`src/hdl/rsl_pkg.sv`:
```
`default_nettype none
// ----------------------------------------------------------------------------
// rsl_pkg: shared types and constants for the radial spotlight block
// Fixed-point constants of the falloff curve and the square-root stage type.
// ----------------------------------------------------------------------------
package rsl_pkg;

   // Centre registers are 14-bit signed; luminance is unsigned Q1.15.
   localparam int CENTER_BITS = 14;
   localparam int LUM_BITS    = 16;

   // Register indexes on the configuration port.
   localparam logic CSR_CENTER_X = 1'b0;
   localparam logic CSR_CENTER_Y = 1'b1;

   // Offsets of 160 pixels or more in either axis always saturate the curve.
   localparam int NEAR_LIMIT = 160;
   // 160 squared: squared distances at or above this saturate the curve.
   localparam int SQ_LIMIT   = 25600;
   localparam int SQ_BITS    = 15;

   // Falloff: k = FALL_DEN - dist8, held at FLOOR_K from distance 160 onwards.
   localparam logic [15:0] FALL_DEN = 16'd51200;
   localparam logic [15:0] FLOOR_K  = 16'd10240;

   // Division by 51200 = 2^11 * 25: shift, then reciprocal multiply by 1/25.
   localparam int          DIV_SHIFT   = 11;
   localparam int          QUOT_BITS   = 21;
   localparam int          RECIP_SHIFT = 26;
   localparam logic [21:0] RECIP_MUL   = 22'd2684354;
   localparam logic [5:0]  DIV_ODD     = 6'd25;

   // Square root: 16 result bits, four per pipeline stage.
   localparam int ROOT_BITS       = 16;
   localparam int RAD_BITS        = 2 * ROOT_BITS;
   localparam int REM_BITS        = ROOT_BITS + 2;
   localparam int STEPS_PER_STAGE = 4;
   localparam int SQRT_STAGES     = ROOT_BITS / STEPS_PER_STAGE;

   // Payload carried through one square-root stage.
   typedef struct packed {
      logic                  clamp;
      logic [LUM_BITS-1:0]   lum;
      logic [RAD_BITS-1:0]   rad;
      logic [REM_BITS-1:0]   rem;
      logic [ROOT_BITS-1:0]  root;
   } sqrt_data_type;

endpackage
`default_nettype wire

```
`src/hdl/radial_spotlight_luma_top.sv`:
```
`default_nettype none
// ----------------------------------------------------------------------------
// radial_spotlight_luma_top: radial spotlight luminance falloff
// Scales each pixel's luminance by a factor that falls with its distance
// from a configurable centre.
// ----------------------------------------------------------------------------
// The block takes one pixel request per clock and returns one scaled
// luminance per request, in order. The pipeline has nine register stages
// (two for the offset and squared distance, four for the square root at four
// root bits a stage, three for the scaling and division by 51200) followed
// by an output register. The sustained rate is one pixel per clock; a
// stalled output is absorbed by a one-entry skid stage and then holds the
// whole pipeline. The centre registers should be written only while no
// request is in flight.
module radial_spotlight_luma_top
   import rsl_pkg::*;
#(
   parameter int COORD_BITS = 12
) (
   input  wire logic                 clock,
   input  wire logic                 reset,
   // Request channel.
   input  wire logic                 req_tvalid,
   output logic                      req_tready,
   // tdata: pix_x, pix_y, lum_in from the lowest bit up, zero padded.
   input  wire logic [((2*COORD_BITS+LUM_BITS+7)/8)*8-1:0] req_tdata,
   // Result channel.
   output logic                      rsp_tvalid,
   input  wire logic                 rsp_tready,
   // tdata: lum_out.
   output logic [LUM_BITS-1:0]       rsp_tdata,
   // Configuration port.
   input  wire logic                 csr_psel,
   input  wire logic                 csr_penable,
   input  wire logic                 csr_pwrite,
   input  wire logic [2:0]           csr_paddr,
   input  wire logic [31:0]          csr_pwdata,
   output logic [31:0]               csr_prdata,
   output logic                      csr_pready
);

   logic signed [CENTER_BITS-1:0] center_x_ff, center_y_ff;
   logic                          csr_write;
   logic                          enable;
   logic                          dist_valid;
   sqrt_data_type                 dist_data;
   logic                          sqrt_valid [SQRT_STAGES+1];
   sqrt_data_type                 sqrt_data  [SQRT_STAGES+1];
   logic                          scale_valid;
   logic [LUM_BITS-1:0]           scale_lum;

   // Centre registers.
   assign csr_pready = 1'b1;
   assign csr_write  = csr_psel && csr_penable && csr_pwrite;

   always_ff @(posedge clock) begin
      if (reset) begin
         center_x_ff <= '0;
         center_y_ff <= '0;
      end else if (csr_write) begin
         case (csr_paddr[2])
            CSR_CENTER_X: center_x_ff <= csr_pwdata[CENTER_BITS-1:0];
            CSR_CENTER_Y: center_y_ff <= csr_pwdata[CENTER_BITS-1:0];
            default: ;
         endcase
      end
   end

   // Read data, sign extended.
   always_comb begin
      case (csr_paddr[2])
         CSR_CENTER_X: csr_prdata = 32'(center_x_ff);
         CSR_CENTER_Y: csr_prdata = 32'(center_y_ff);
         default:      csr_prdata = '0;
      endcase
   end

   assign req_tready = enable;

   rsl_dist #(
      .COORD_BITS(COORD_BITS)
   ) u_dist (
      .clock     (clock),
      .reset     (reset),
      .enable    (enable),
      .in_valid  (req_tvalid),
      .pix_x     (req_tdata[COORD_BITS-1:0]),
      .pix_y     (req_tdata[2*COORD_BITS-1:COORD_BITS]),
      .lum_in    (req_tdata[2*COORD_BITS +: LUM_BITS]),
      .center_x  (center_x_ff),
      .center_y  (center_y_ff),
      .out_valid (dist_valid),
      .out_data  (dist_data)
   );

   // Square-root pipeline.
   assign sqrt_valid[0] = dist_valid;
   assign sqrt_data[0]  = dist_data;

   for (genvar s = 0; s < SQRT_STAGES; s++) begin : g_sqrt
      rsl_sqrt_stage u_stage (
         .clock     (clock),
         .reset     (reset),
         .enable    (enable),
         .in_valid  (sqrt_valid[s]),
         .in_data   (sqrt_data[s]),
         .out_valid (sqrt_valid[s+1]),
         .out_data  (sqrt_data[s+1])
      );
   end

   rsl_scale u_scale (
      .clock     (clock),
      .reset     (reset),
      .enable    (enable),
      .in_valid  (sqrt_valid[SQRT_STAGES]),
      .in_data   (sqrt_data[SQRT_STAGES]),
      .out_valid (scale_valid),
      .lum_out   (scale_lum)
   );

   rsl_out_skid u_out (
      .clock      (clock),
      .reset      (reset),
      .enable     (enable),
      .push_valid (scale_valid),
      .push_data  (scale_lum),
      .rsp_valid  (rsp_tvalid),
      .rsp_ready  (rsp_tready),
      .rsp_data   (rsp_tdata)
   );

endmodule
`default_nettype wire

```
`src/hdl/rsl_dist.sv`:
```
`default_nettype none
// ----------------------------------------------------------------------------
// rsl_dist: offset and squared distance
// Two stages: absolute offsets from the centre, then the squared distance
// with a saturation flag, formatted as the radicand of the square root.
// ----------------------------------------------------------------------------
module rsl_dist
   import rsl_pkg::*;
#(
   parameter int COORD_BITS = 12
) (
   input  wire logic                          clock,
   input  wire logic                          reset,
   input  wire logic                          enable,
   input  wire logic                          in_valid,
   input  wire logic [COORD_BITS-1:0]         pix_x,
   input  wire logic [COORD_BITS-1:0]         pix_y,
   input  wire logic [LUM_BITS-1:0]           lum_in,
   input  wire logic signed [CENTER_BITS-1:0] center_x,
   input  wire logic signed [CENTER_BITS-1:0] center_y,
   output logic                               out_valid,
   output sqrt_data_type                      out_data
);

   localparam int WIDE_BITS = (COORD_BITS + 1 > CENTER_BITS) ? COORD_BITS + 1 : CENTER_BITS;
   localparam int DIFF_BITS = WIDE_BITS + 1;

   logic signed [DIFF_BITS-1:0] dx, dy;
   logic [DIFF_BITS-1:0]        ax_in, ay_in, ax_ff, ay_ff;
   logic [LUM_BITS-1:0]         lum_ff;
   logic                        valid_a_ff, valid_b_ff;
   logic                        near;
   logic [16:0]                 sq;
   sqrt_data_type               data_b_in, data_b_ff;

   // Signed offsets and their magnitudes.
   always_comb begin
      dx    = $signed({{(DIFF_BITS-COORD_BITS){1'b0}}, pix_x})
              - DIFF_BITS'(center_x);
      dy    = $signed({{(DIFF_BITS-COORD_BITS){1'b0}}, pix_y})
              - DIFF_BITS'(center_y);
      ax_in = dx[DIFF_BITS-1] ? DIFF_BITS'(-dx) : DIFF_BITS'(dx);
      ay_in = dy[DIFF_BITS-1] ? DIFF_BITS'(-dy) : DIFF_BITS'(dy);
   end

   always_ff @(posedge clock) begin
      if (reset) begin
         valid_a_ff <= 1'b0;
      end else if (enable) begin
         valid_a_ff <= in_valid;
      end
   end

   always_ff @(posedge clock) begin
      if (enable) begin
         ax_ff  <= ax_in;
         ay_ff  <= ay_in;
         lum_ff <= lum_in;
      end
   end

   // Squared distance on the low eight bits; larger offsets saturate anyway.
   always_comb begin
      near = (ax_ff < DIFF_BITS'(NEAR_LIMIT)) && (ay_ff < DIFF_BITS'(NEAR_LIMIT));
      sq   = 17'(ax_ff[7:0] * ax_ff[7:0]) + 17'(ay_ff[7:0] * ay_ff[7:0]);
      data_b_in.clamp = !near || (sq >= 17'(SQ_LIMIT));
      data_b_in.lum   = lum_ff;
      data_b_in.rad   = {1'b0, sq[SQ_BITS-1:0], {ROOT_BITS{1'b0}}};
      data_b_in.rem   = '0;
      data_b_in.root  = '0;
   end

   always_ff @(posedge clock) begin
      if (reset) begin
         valid_b_ff <= 1'b0;
      end else if (enable) begin
         valid_b_ff <= valid_a_ff;
      end
   end

   always_ff @(posedge clock) begin
      if (enable) begin
         data_b_ff <= data_b_in;
      end
   end

   assign out_valid = valid_b_ff;
   assign out_data  = data_b_ff;

endmodule
`default_nettype wire

```
`src/hdl/rsl_sqrt_stage.sv`:
```
`default_nettype none
// ----------------------------------------------------------------------------
// rsl_sqrt_stage: one stage of the pipelined integer square root
// Four restoring steps, each taking two radicand bits and giving one root bit.
// ----------------------------------------------------------------------------
module rsl_sqrt_stage
   import rsl_pkg::*;
(
   input  wire logic          clock,
   input  wire logic          reset,
   input  wire logic          enable,
   input  wire logic          in_valid,
   input  wire sqrt_data_type in_data,
   output logic               out_valid,
   output sqrt_data_type      out_data
);

   sqrt_data_type data_in, data_ff;
   logic          valid_ff;

   // Restoring square-root steps on the remainder and partial root.
   always_comb begin
      logic [REM_BITS+1:0]  trial;
      logic [REM_BITS+1:0]  test;
      logic [REM_BITS-1:0]  rem_w;
      logic [ROOT_BITS-1:0] root_w;
      logic [RAD_BITS-1:0]  rad_w;
      rem_w  = in_data.rem;
      root_w = in_data.root;
      rad_w  = in_data.rad;
      for (int i = 0; i < STEPS_PER_STAGE; i++) begin
         trial = {rem_w, rad_w[RAD_BITS-1 -: 2]};
         test  = {2'b00, root_w, 2'b01};
         if (trial >= test) begin
            rem_w  = REM_BITS'(trial - test);
            root_w = {root_w[ROOT_BITS-2:0], 1'b1};
         end else begin
            rem_w  = trial[REM_BITS-1:0];
            root_w = {root_w[ROOT_BITS-2:0], 1'b0};
         end
         rad_w = {rad_w[RAD_BITS-3:0], 2'b00};
      end
      data_in       = in_data;
      data_in.rem   = rem_w;
      data_in.root  = root_w;
      data_in.rad   = rad_w;
   end

   always_ff @(posedge clock) begin
      if (reset) begin
         valid_ff <= 1'b0;
      end else if (enable) begin
         valid_ff <= in_valid;
      end
   end

   always_ff @(posedge clock) begin
      if (enable) begin
         data_ff <= data_in;
      end
   end

   assign out_valid = valid_ff;
   assign out_data  = data_ff;

endmodule
`default_nettype wire

```
`src/hdl/rsl_scale.sv`:
```
`default_nettype none
// ----------------------------------------------------------------------------
// rsl_scale: luminance scaling by the falloff factor
// Three stages: product with k, reciprocal multiply by 1/25 after a shift by
// 2^11, and a single correction step giving floor(lum * k / 51200).
// ----------------------------------------------------------------------------
module rsl_scale
   import rsl_pkg::*;
(
   input  wire logic                 clock,
   input  wire logic                 reset,
   input  wire logic                 enable,
   input  wire logic                 in_valid,
   input  wire sqrt_data_type        in_data,
   output logic                      out_valid,
   output logic [LUM_BITS-1:0]       lum_out
);

   logic [15:0]                    k;
   logic [31:0]                    prod_in, prod_ff;
   logic [QUOT_BITS-1:0]           t;
   logic [QUOT_BITS+21:0]          recip_prod;
   logic [QUOT_BITS-1:0]           t_ff;
   logic [QUOT_BITS-1:0]           q0_in, q0_ff;
   logic [QUOT_BITS-1:0]           rest;
   logic [QUOT_BITS-1:0]           q;
   logic [LUM_BITS-1:0]            lum_ff;
   logic                           valid_a_ff, valid_b_ff, valid_c_ff;

   // Falloff factor and product with the luminance.
   always_comb begin
      k       = in_data.clamp ? FLOOR_K : FALL_DEN - in_data.root;
      prod_in = in_data.lum * k;
   end

   // Approximate quotient by 25 from below, off by at most one.
   always_comb begin
      t          = prod_ff[DIV_SHIFT +: QUOT_BITS];
      recip_prod = t * RECIP_MUL;
      q0_in      = QUOT_BITS'(recip_prod >> RECIP_SHIFT);
   end

   // One correction step on the remainder.
   always_comb begin
      rest = t_ff - QUOT_BITS'(q0_ff * DIV_ODD);
      q    = (rest >= QUOT_BITS'(DIV_ODD)) ? q0_ff + 1'b1 : q0_ff;
   end

   always_ff @(posedge clock) begin
      if (reset) begin
         valid_a_ff <= 1'b0;
         valid_b_ff <= 1'b0;
         valid_c_ff <= 1'b0;
      end else if (enable) begin
         valid_a_ff <= in_valid;
         valid_b_ff <= valid_a_ff;
         valid_c_ff <= valid_b_ff;
      end
   end

   always_ff @(posedge clock) begin
      if (enable) begin
         prod_ff <= prod_in;
         t_ff    <= t;
         q0_ff   <= q0_in;
         lum_ff  <= q[LUM_BITS-1:0];
      end
   end

   assign out_valid = valid_c_ff;
   assign lum_out   = lum_ff;

endmodule
`default_nettype wire

```
`src/hdl/rsl_out_skid.sv`:
```
`default_nettype none
// ----------------------------------------------------------------------------
// rsl_out_skid: output register with skid stage
// Holds the result for the downstream side and catches one extra result, so
// that the pipeline enable comes straight from a register.
// ----------------------------------------------------------------------------
module rsl_out_skid
   import rsl_pkg::*;
(
   input  wire logic                 clock,
   input  wire logic                 reset,
   output logic                      enable,
   input  wire logic                 push_valid,
   input  wire logic [LUM_BITS-1:0]  push_data,
   output logic                      rsp_valid,
   input  wire logic                 rsp_ready,
   output logic [LUM_BITS-1:0]       rsp_data
);

   logic                main_valid_ff, main_valid_in;
   logic [LUM_BITS-1:0] main_data_ff, main_data_in;
   logic                skid_valid_ff, skid_valid_in;
   logic [LUM_BITS-1:0] skid_data_ff, skid_data_in;
   logic                main_free;

   assign enable = !skid_valid_ff;

   // The skid entry refills the output first; new results go to whichever
   // register is free.
   always_comb begin
      main_free     = !main_valid_ff || rsp_ready;
      main_valid_in = main_valid_ff;
      main_data_in  = main_data_ff;
      skid_valid_in = skid_valid_ff;
      skid_data_in  = skid_data_ff;
      if (main_free) begin
         if (skid_valid_ff) begin
            main_valid_in = 1'b1;
            main_data_in  = skid_data_ff;
            skid_valid_in = 1'b0;
         end else begin
            main_valid_in = push_valid;
            main_data_in  = push_data;
         end
      end else if (push_valid && enable) begin
         skid_valid_in = 1'b1;
         skid_data_in  = push_data;
      end
   end

   always_ff @(posedge clock) begin
      if (reset) begin
         main_valid_ff <= 1'b0;
         skid_valid_ff <= 1'b0;
      end else begin
         main_valid_ff <= main_valid_in;
         skid_valid_ff <= skid_valid_in;
      end
   end

   always_ff @(posedge clock) begin
      main_data_ff <= main_data_in;
      skid_data_ff <= skid_data_in;
   end

   assign rsp_valid = main_valid_ff;
   assign rsp_data  = main_data_ff;

endmodule
`default_nettype wire

```
`config.mk`:
```
export PLATFORM = sky130hd
export DESIGN_NAME = radial_spotlight_luma_top
export DESIGN_NICKNAME = d
export VERILOG_FILES = /design/src/hdl/rsl_pkg.sv /design/src/hdl/radial_spotlight_luma_top.sv /design/src/hdl/rsl_dist.sv /design/src/hdl/rsl_sqrt_stage.sv /design/src/hdl/rsl_scale.sv /design/src/hdl/rsl_out_skid.sv
export SDC_FILE = /design/constraint.sdc
export NUM_CORES = 2
export LEC_CHECK = 0
export BUFFER_PORTS_ARGS = -buffer_cell sky130_fd_sc_hd__buf_4
export CELL_PAD_IN_SITES_DETAIL_PLACEMENT = 2
export CELL_PAD_IN_SITES_GLOBAL_PLACEMENT = 2
export CORE_MARGIN = 1.5
export CORE_UTILIZATION = 39
export DETAILED_ROUTE_END_ITERATION = 12
export PLACE_DENSITY_LB_ADDON = 0.1
export SLEW_MARGIN = 10
export SYNTH_ARGS = -nofsm -noshare
export SYNTH_HDL_FRONTEND = slang
export SYNTH_SLANG_ARGS = --single-unit
```
`constraint.sdc`:
```
create_clock -name clock -period 10.49 [get_ports clock]
set_input_delay 0 -clock clock [delete_from_list [all_inputs] [get_ports clock]]
set_output_delay 0 -clock clock [all_outputs]
set_load 0.02 [all_outputs]
```
# Yosys cells after proc, flatten, opt, wreduce, memory -nomap -nowiden
# Index checks and enable logic that the tools add are counted.
[op_classes]
n_reduce_logical = 13
n_lt_le_gt_ge = 20
multipliers = 5
addsub = 23
n_bitwise = 2
n_mux = 38
[ops]
columns = ["cell", "n"]
rows = [
  ["18-bit 2-to-1 mux", 15],
  ["32-bit case mux with 2 select lines", 1],
  ["16-bit 2-to-1 mux", 3],
  ["21-bit by 21-bit multiplier with 42-bit output (second input constant)", 1],
  ["16-bit by 16-bit multiplier with 32-bit output", 1],
  ["8-bit by 8-bit multiplier with 16-bit output", 2],
  ["15-bit by 8-bit less-than comparator with 1-bit output (second input constant)", 2],
  ["15-bit negator", 2],
  ["13-bit by 14-bit subtractor with 15-bit output", 2],
  ["14-bit 2-to-1 mux", 2],
  ["21-bit by 5-bit >= comparator with 1-bit output (second input constant)", 1],
  ["17-bit by 5-bit multiplier with 21-bit output (second input constant)", 1],
  ["21-bit subtractor", 1],
  ["20-bit by 10-bit >= comparator with 1-bit output", 1],
  ["20-bit by 11-bit >= comparator with 1-bit output", 1],
  ["20-bit by 12-bit >= comparator with 1-bit output", 1],
  ["20-bit by 13-bit >= comparator with 1-bit output", 1],
  ["20-bit by 14-bit >= comparator with 1-bit output", 1],
  ["20-bit by 15-bit >= comparator with 1-bit output", 1],
  ["20-bit by 16-bit >= comparator with 1-bit output", 1],
  ["20-bit by 17-bit >= comparator with 1-bit output", 1],
  ["20-bit by 3-bit >= comparator with 1-bit output", 1],
  ["20-bit by 4-bit >= comparator with 1-bit output", 1],
  ["20-bit by 5-bit >= comparator with 1-bit output", 1],
  ["31 further kinds", 56],
]
[totals]
input_bits = 82
reg_bits = 405
out_inout_bits = 51
word_cells = 145

# Depth between registers and ports, before layout
[depth]
ltp_word = 8
depth_mapped = 56

# Modules after synthesis
# A second synthesis with hierarchy kept.
[unflattened]
hier_cells = 6319
hier_area_um2 = 61014.8
[modules_own_cells]
columns = ["module", "cells_each", "seq_area_each_um2", "instances", "area_per_inst_um2"]
rows = [
  ["rsl_scale", 2069, 2312.2, 1, 20872.5],
  ["rsl_sqrt_stage at g_sqrt[2].u_stage ...", 853, 2272.2, 2, 7564.8],
  ["rsl_dist", 790, 2382.3, 1, 8210.4],
  ["rsl_sqrt_stage at g_sqrt[1].u_stage", 767, 2272.2, 1, 7051.8],
  ["rsl_sqrt_stage at g_sqrt[0].u_stage", 785, 2272.2, 1, 6964.2],
  ["radial_spotlight_luma_top", 144, 560.5, 1, 1516.5],
  ["rsl_out_skid", 58, 1001.0, 1, 1270.0],
]

# Worst setup path before layout
# No wires, ideal clock.
[synth_path]
path_kind = "flip-flop to flip-flop"
start = "register g_sqrt[1].u_stage.data_ff, in the netlist g_sqrt[1].u_stage.out_data[0]"
end = "register g_sqrt[2].u_stage.data_ff, in the netlist g_sqrt[2].u_stage.out_data[26], data pin"
path_stages_with_launch = 57
setup_time_ns = 0.271
t_arrival_ns = 10.201
setup_slack_ns = 0.018
required_ns = 10.219
cell_sequence = "edfxtp_1 > inv_1 > ha_1 > inv_1 > fa_1 > nor2b_1 > o21bai_1 > a21boi_0 > o21a_1 > o21ai_0 > nand2b_1 > clkbuf_1 > nand2_1 > nand2_1 > ha_1 > a21o_1 > a21oi_1 > o21bai_1 > [... 21 more ...] > inv_1 > ha_1 > a21o_1 > a21oi_1 > o21bai_1 > a21oi_1 > nor2b_1 > o21a_1 > o21ai_0 > nand2b_1 > a21oi_1 > nor2b_1 > nor2_1 > nor4b_1 > nand4b_1 > clkbuf_1 > nor2_1 > a21oi_1"
[synth_lines]
columns = ["element", "line", "text"]
rows = [
  ["from (decl)", "rsl_sqrt_stage.sv:18", "sqrt_data_type data_in, data_ff;"],
  ["from (signal assigned)", "rsl_sqrt_stage.sv:59", "data_ff <= data_in;"],
  ["to (signal assigned)", "rsl_sqrt_stage.sv:59", ""],
  ["to (decl)", "rsl_sqrt_stage.sv:18", ""],
]

==> summary.txt <==
Place
  – Post-DP HPWL: 98860 um
  – Post-Place Cell Area: 46630 um2
  – I/O Buffers: 111
  – GPL Wtd Cong: 0.8008

Worst setup path
  – Critical R2R Launch: g_sqrt[1].u_stage.out_data[0]
  – CP peak stage delay: 490 ps
  – Crit path arrival time: 10200 ps
  – Critical path endpoint: g_sqrt[2].u_stage.out_data[33]
  – Required time worst endpoint: 10880 ps
  – CP endpoint kind: flop
  – Reg-to-reg slack, setup: 690 ps
  – Most Frequent Cell on Critical Path: a21oi_2
  – CP max FO: 20
  – RR Endpoint: g_sqrt[2].u_stage.out_data[33]
  – Crit Path Class: flop to flop
  – Crit-path slowest cell: or4_1
  – FF-to-FF path depth: 53
  – Setup crit start kind: flop
  – Worst setup startpoint: g_sqrt[1].u_stage.out_data[0]

Layout
  – Share of cells above drive strength 1: 0.08076
  – P&R area growth vs syn: 11.96%
  – Final net count: 5700
  – Fin area: 49070 um2

STA
  – Crit share post-route: 0.9346
  – Hold Vio Cnt, Final: 0
  – Tmin final: 9804 ps
  – Clk_skew: 28.48 ps
  – Pins Over Slew Limit: 0
  – Worst Max-Slew Pin Slew: 1088 ps
  – Worst slew margin: 0.2558
  – Setup violators final: 0
  – Fmax: 0.1020 GHz

Worst hold path
  – WHS Path Cells: 4
  – HP Class: input pin to flop

Synth
  – Post-Synth XOR/XNOR Area: 0.05196
  – Synth Instances: 4354
  – Area leader, netlist: edfxtp_1
  – Average cell area after synthesis: 10.07 um2
  – Mux share of post-synthesis cell area: 0.01385
  – Syn. warnings: 0
  – Post-synth EDFFs: 354
  – Area fraction of the dominant cell type after synthesis: 0.2425
  – Synth top area cells: edfxtp_1, fa_1, ha_1
  – #FFs+latches synth: 393
  – Asr flop ratio synth: 0
  – Main synth FF type: edfxtp_1
  – Synth cell types: 101
  – Post-Syn Area: 43830 um2
  – Main combinational cell family by area after synthesis: adder cells
  – Sequential share of the synthesized area: 0.2603
  – Synth Area in Compound Gates: 0.09258
  – Area share of fa/ha/maj cells after synthesis: 0.3834
  – Synth Area in Simple Gates: 0.1258

Clock network
  – Clock-pin slew on the worst setup and hold paths: 60 ps
  – Clk_lat worst skew: 650 ps
  – H-tree Lvls: 2
  – CTS Root Cell: clkbuf_16
  – CTS sink count: 393
  – CTS tree: built
  – CTS max path bufs: 3
  – CTS buffer count: 52

Global routing
  – Overall Global Routing Usage: 0.2192
  – Pin count of the biggest net entering global routing: 196
  – First-pass GRT wire length: 200400 um
  – Vias in the first global route: 36237
  – Antenna violations before repair: 4
  – Grt ovf: 0

Status
  – Status: complete, no violations

Routing
  – Post-route ant nets: 0
  – Avg WL per Cell: 20.32 um
  – DRC: 0
  – Routed met2 length: 62520 um
  – DRT Wirelength: 123600 um
  – Detail Route met3 WL: 2734 um
  – Vias/cell: 5.228
  – Initial drt markers: 1001
  – Vias: 31804
  – WL met1: 56090 um
  – Top routing layer in use: met4
  – Drt first pass iters: 5

Floorplan
  – Die Height: 338.2 um
  – I/O pin cnt: 133
  – Die Area: 114400 um2
  – Placeable Area: 111100 um2
  – Initial Utilization: 0.3944
  – Row count: 122
  – Die W: 338.2 um

Flow run
  – Max Cap Viol: 0
[state kept, by name (all words and copies together), names as in the netlist, 15 cells and up]
register                 cells
u_scale.t_ff                21
u_scale.lum_out             16
u_scale.prod_ff             21
u_scale.q0_ff               17
u_out.rsp_data              16
u_dist.ax_ff                15
u_dist.ay_ff                15
u_dist.lum_ff               16
g_sqrt.u_stage.out_data    169
u_out.skid_data_ff          16
u_dist.out_data             32
[critical path: cells and delay by family, from the launching register on]
kind	cells	cell delay, ps
AO/OA/AOI/OAI	21	3410
AND/OR/NAND/NOR	15	2340
adder cells (fa/ha/maj)	6	1790
buffers and inverters	9	1180
flip-flops	1	410
multiplexers	1	280
XOR/XNOR	1	150
[cells in the final DEF (no fill, tap or decap), types with 47 or more instances in the layout]
master and n:
a21oi_1 204, edfxtp_1 354, clkbuf_16 53, fa_1 457, nor2_1 222, nor3_1 73, nand2_1 399, buf_4 184
nand3_1 47, a21o_1 60, inv_1 702, xnor2_1 170, xor2_1 90, dlygate4sd3_1 59, ha_1 611, o21ai_0 124
and2_1 116
[cell type report]
type                            count  area, um2
Tap cell                         1488       1862
Inverter                          710       2675
Sequential cell                   393      11410
Timing Repair Buffer              246       2014
Clock inverter                     39      405.4
Clock buffer                       59       1349
Antenna cell                        1      2.502
Fill cell                       11851      62060
Multi-Input combinational cell   3147      29350
[worst min path at each step]
| stage | start | to | slack [ps] |
|---|---|---|---|
| after floorplan | req_tdata[24] | u_dist.lum_ff[0] | 100 |
| after CTS | req_tdata[8] | u_dist.ax_ff[8] | 5 |
| final | req_tdata[13] | u_dist.ay_ff[1] | 30 |
| after detailed placement | req_tdata[36] | u_dist.lum_ff[12] | 180 |
| after global placement | req_tdata[30] | u_dist.lum_ff[6] | 180 |
| after global routing | req_tdata[35] | u_dist.lum_ff[11] | 50 |
[per-layer routing]
metal,GRT usage,up-vias
met5,0,-
met1,0.2874,16386
met4,0.04730,0
met2,0.3909,306
li1,-,14997
met3,0.01943,115
[synth_stat cells (all sizes together), types with 48 or more instances]
master,count
a21o,60
a21oi,212
and2,116
clkbuf,74
edfxtp,354
fa,457
ha,611
inv,707
nand2,400
nand3,48
nor2,224
nor3,74
o21ai,135
xnor2,170
xor2,90
[cell families after synthesis]
logic type      Yosys count
mux                      56
compound gates          637
simple gates           1122
xor+xnor                260
flops                   393
fa+ha+maj              1069
buf+inv                 815
other cells               2
[what timing repair did]
action,CTS,global route
hold endpoints to repair,71,0
hold buffers,59,0
resized for setup,4,19
gates cloned,0,0
pin swaps,0,3
setup buffers,0,3
endpoints found under the setup margin,17,19
[stage by stage]
stage / setup WS (ps) / util / std cells / setup TNS [ps] / hold slack [ps]
5_1_grt: -75.08 / 0.4416 / 6082 / -110.8 / 45.91
6_report: 686.4 / 0.4416 / 6083 / 0 / 31.49
4_1_cts: 29.36 / 0.4408 / 6079 / 0 / 5.124
2_1_floorplan: 17.67 / - / 4355 / 0 / 98.87
3_5_place_dp: -346.1 / 0.4196 / 5922 / -2731 / 179.3
3_3_place_gp: 382.2 / 0.4196 / 5922 / 0 / 178.6
Power is left out: the tool's default activity adds up to more than one toggle a clock period on the data nets, which glitch-free logic cannot reach.
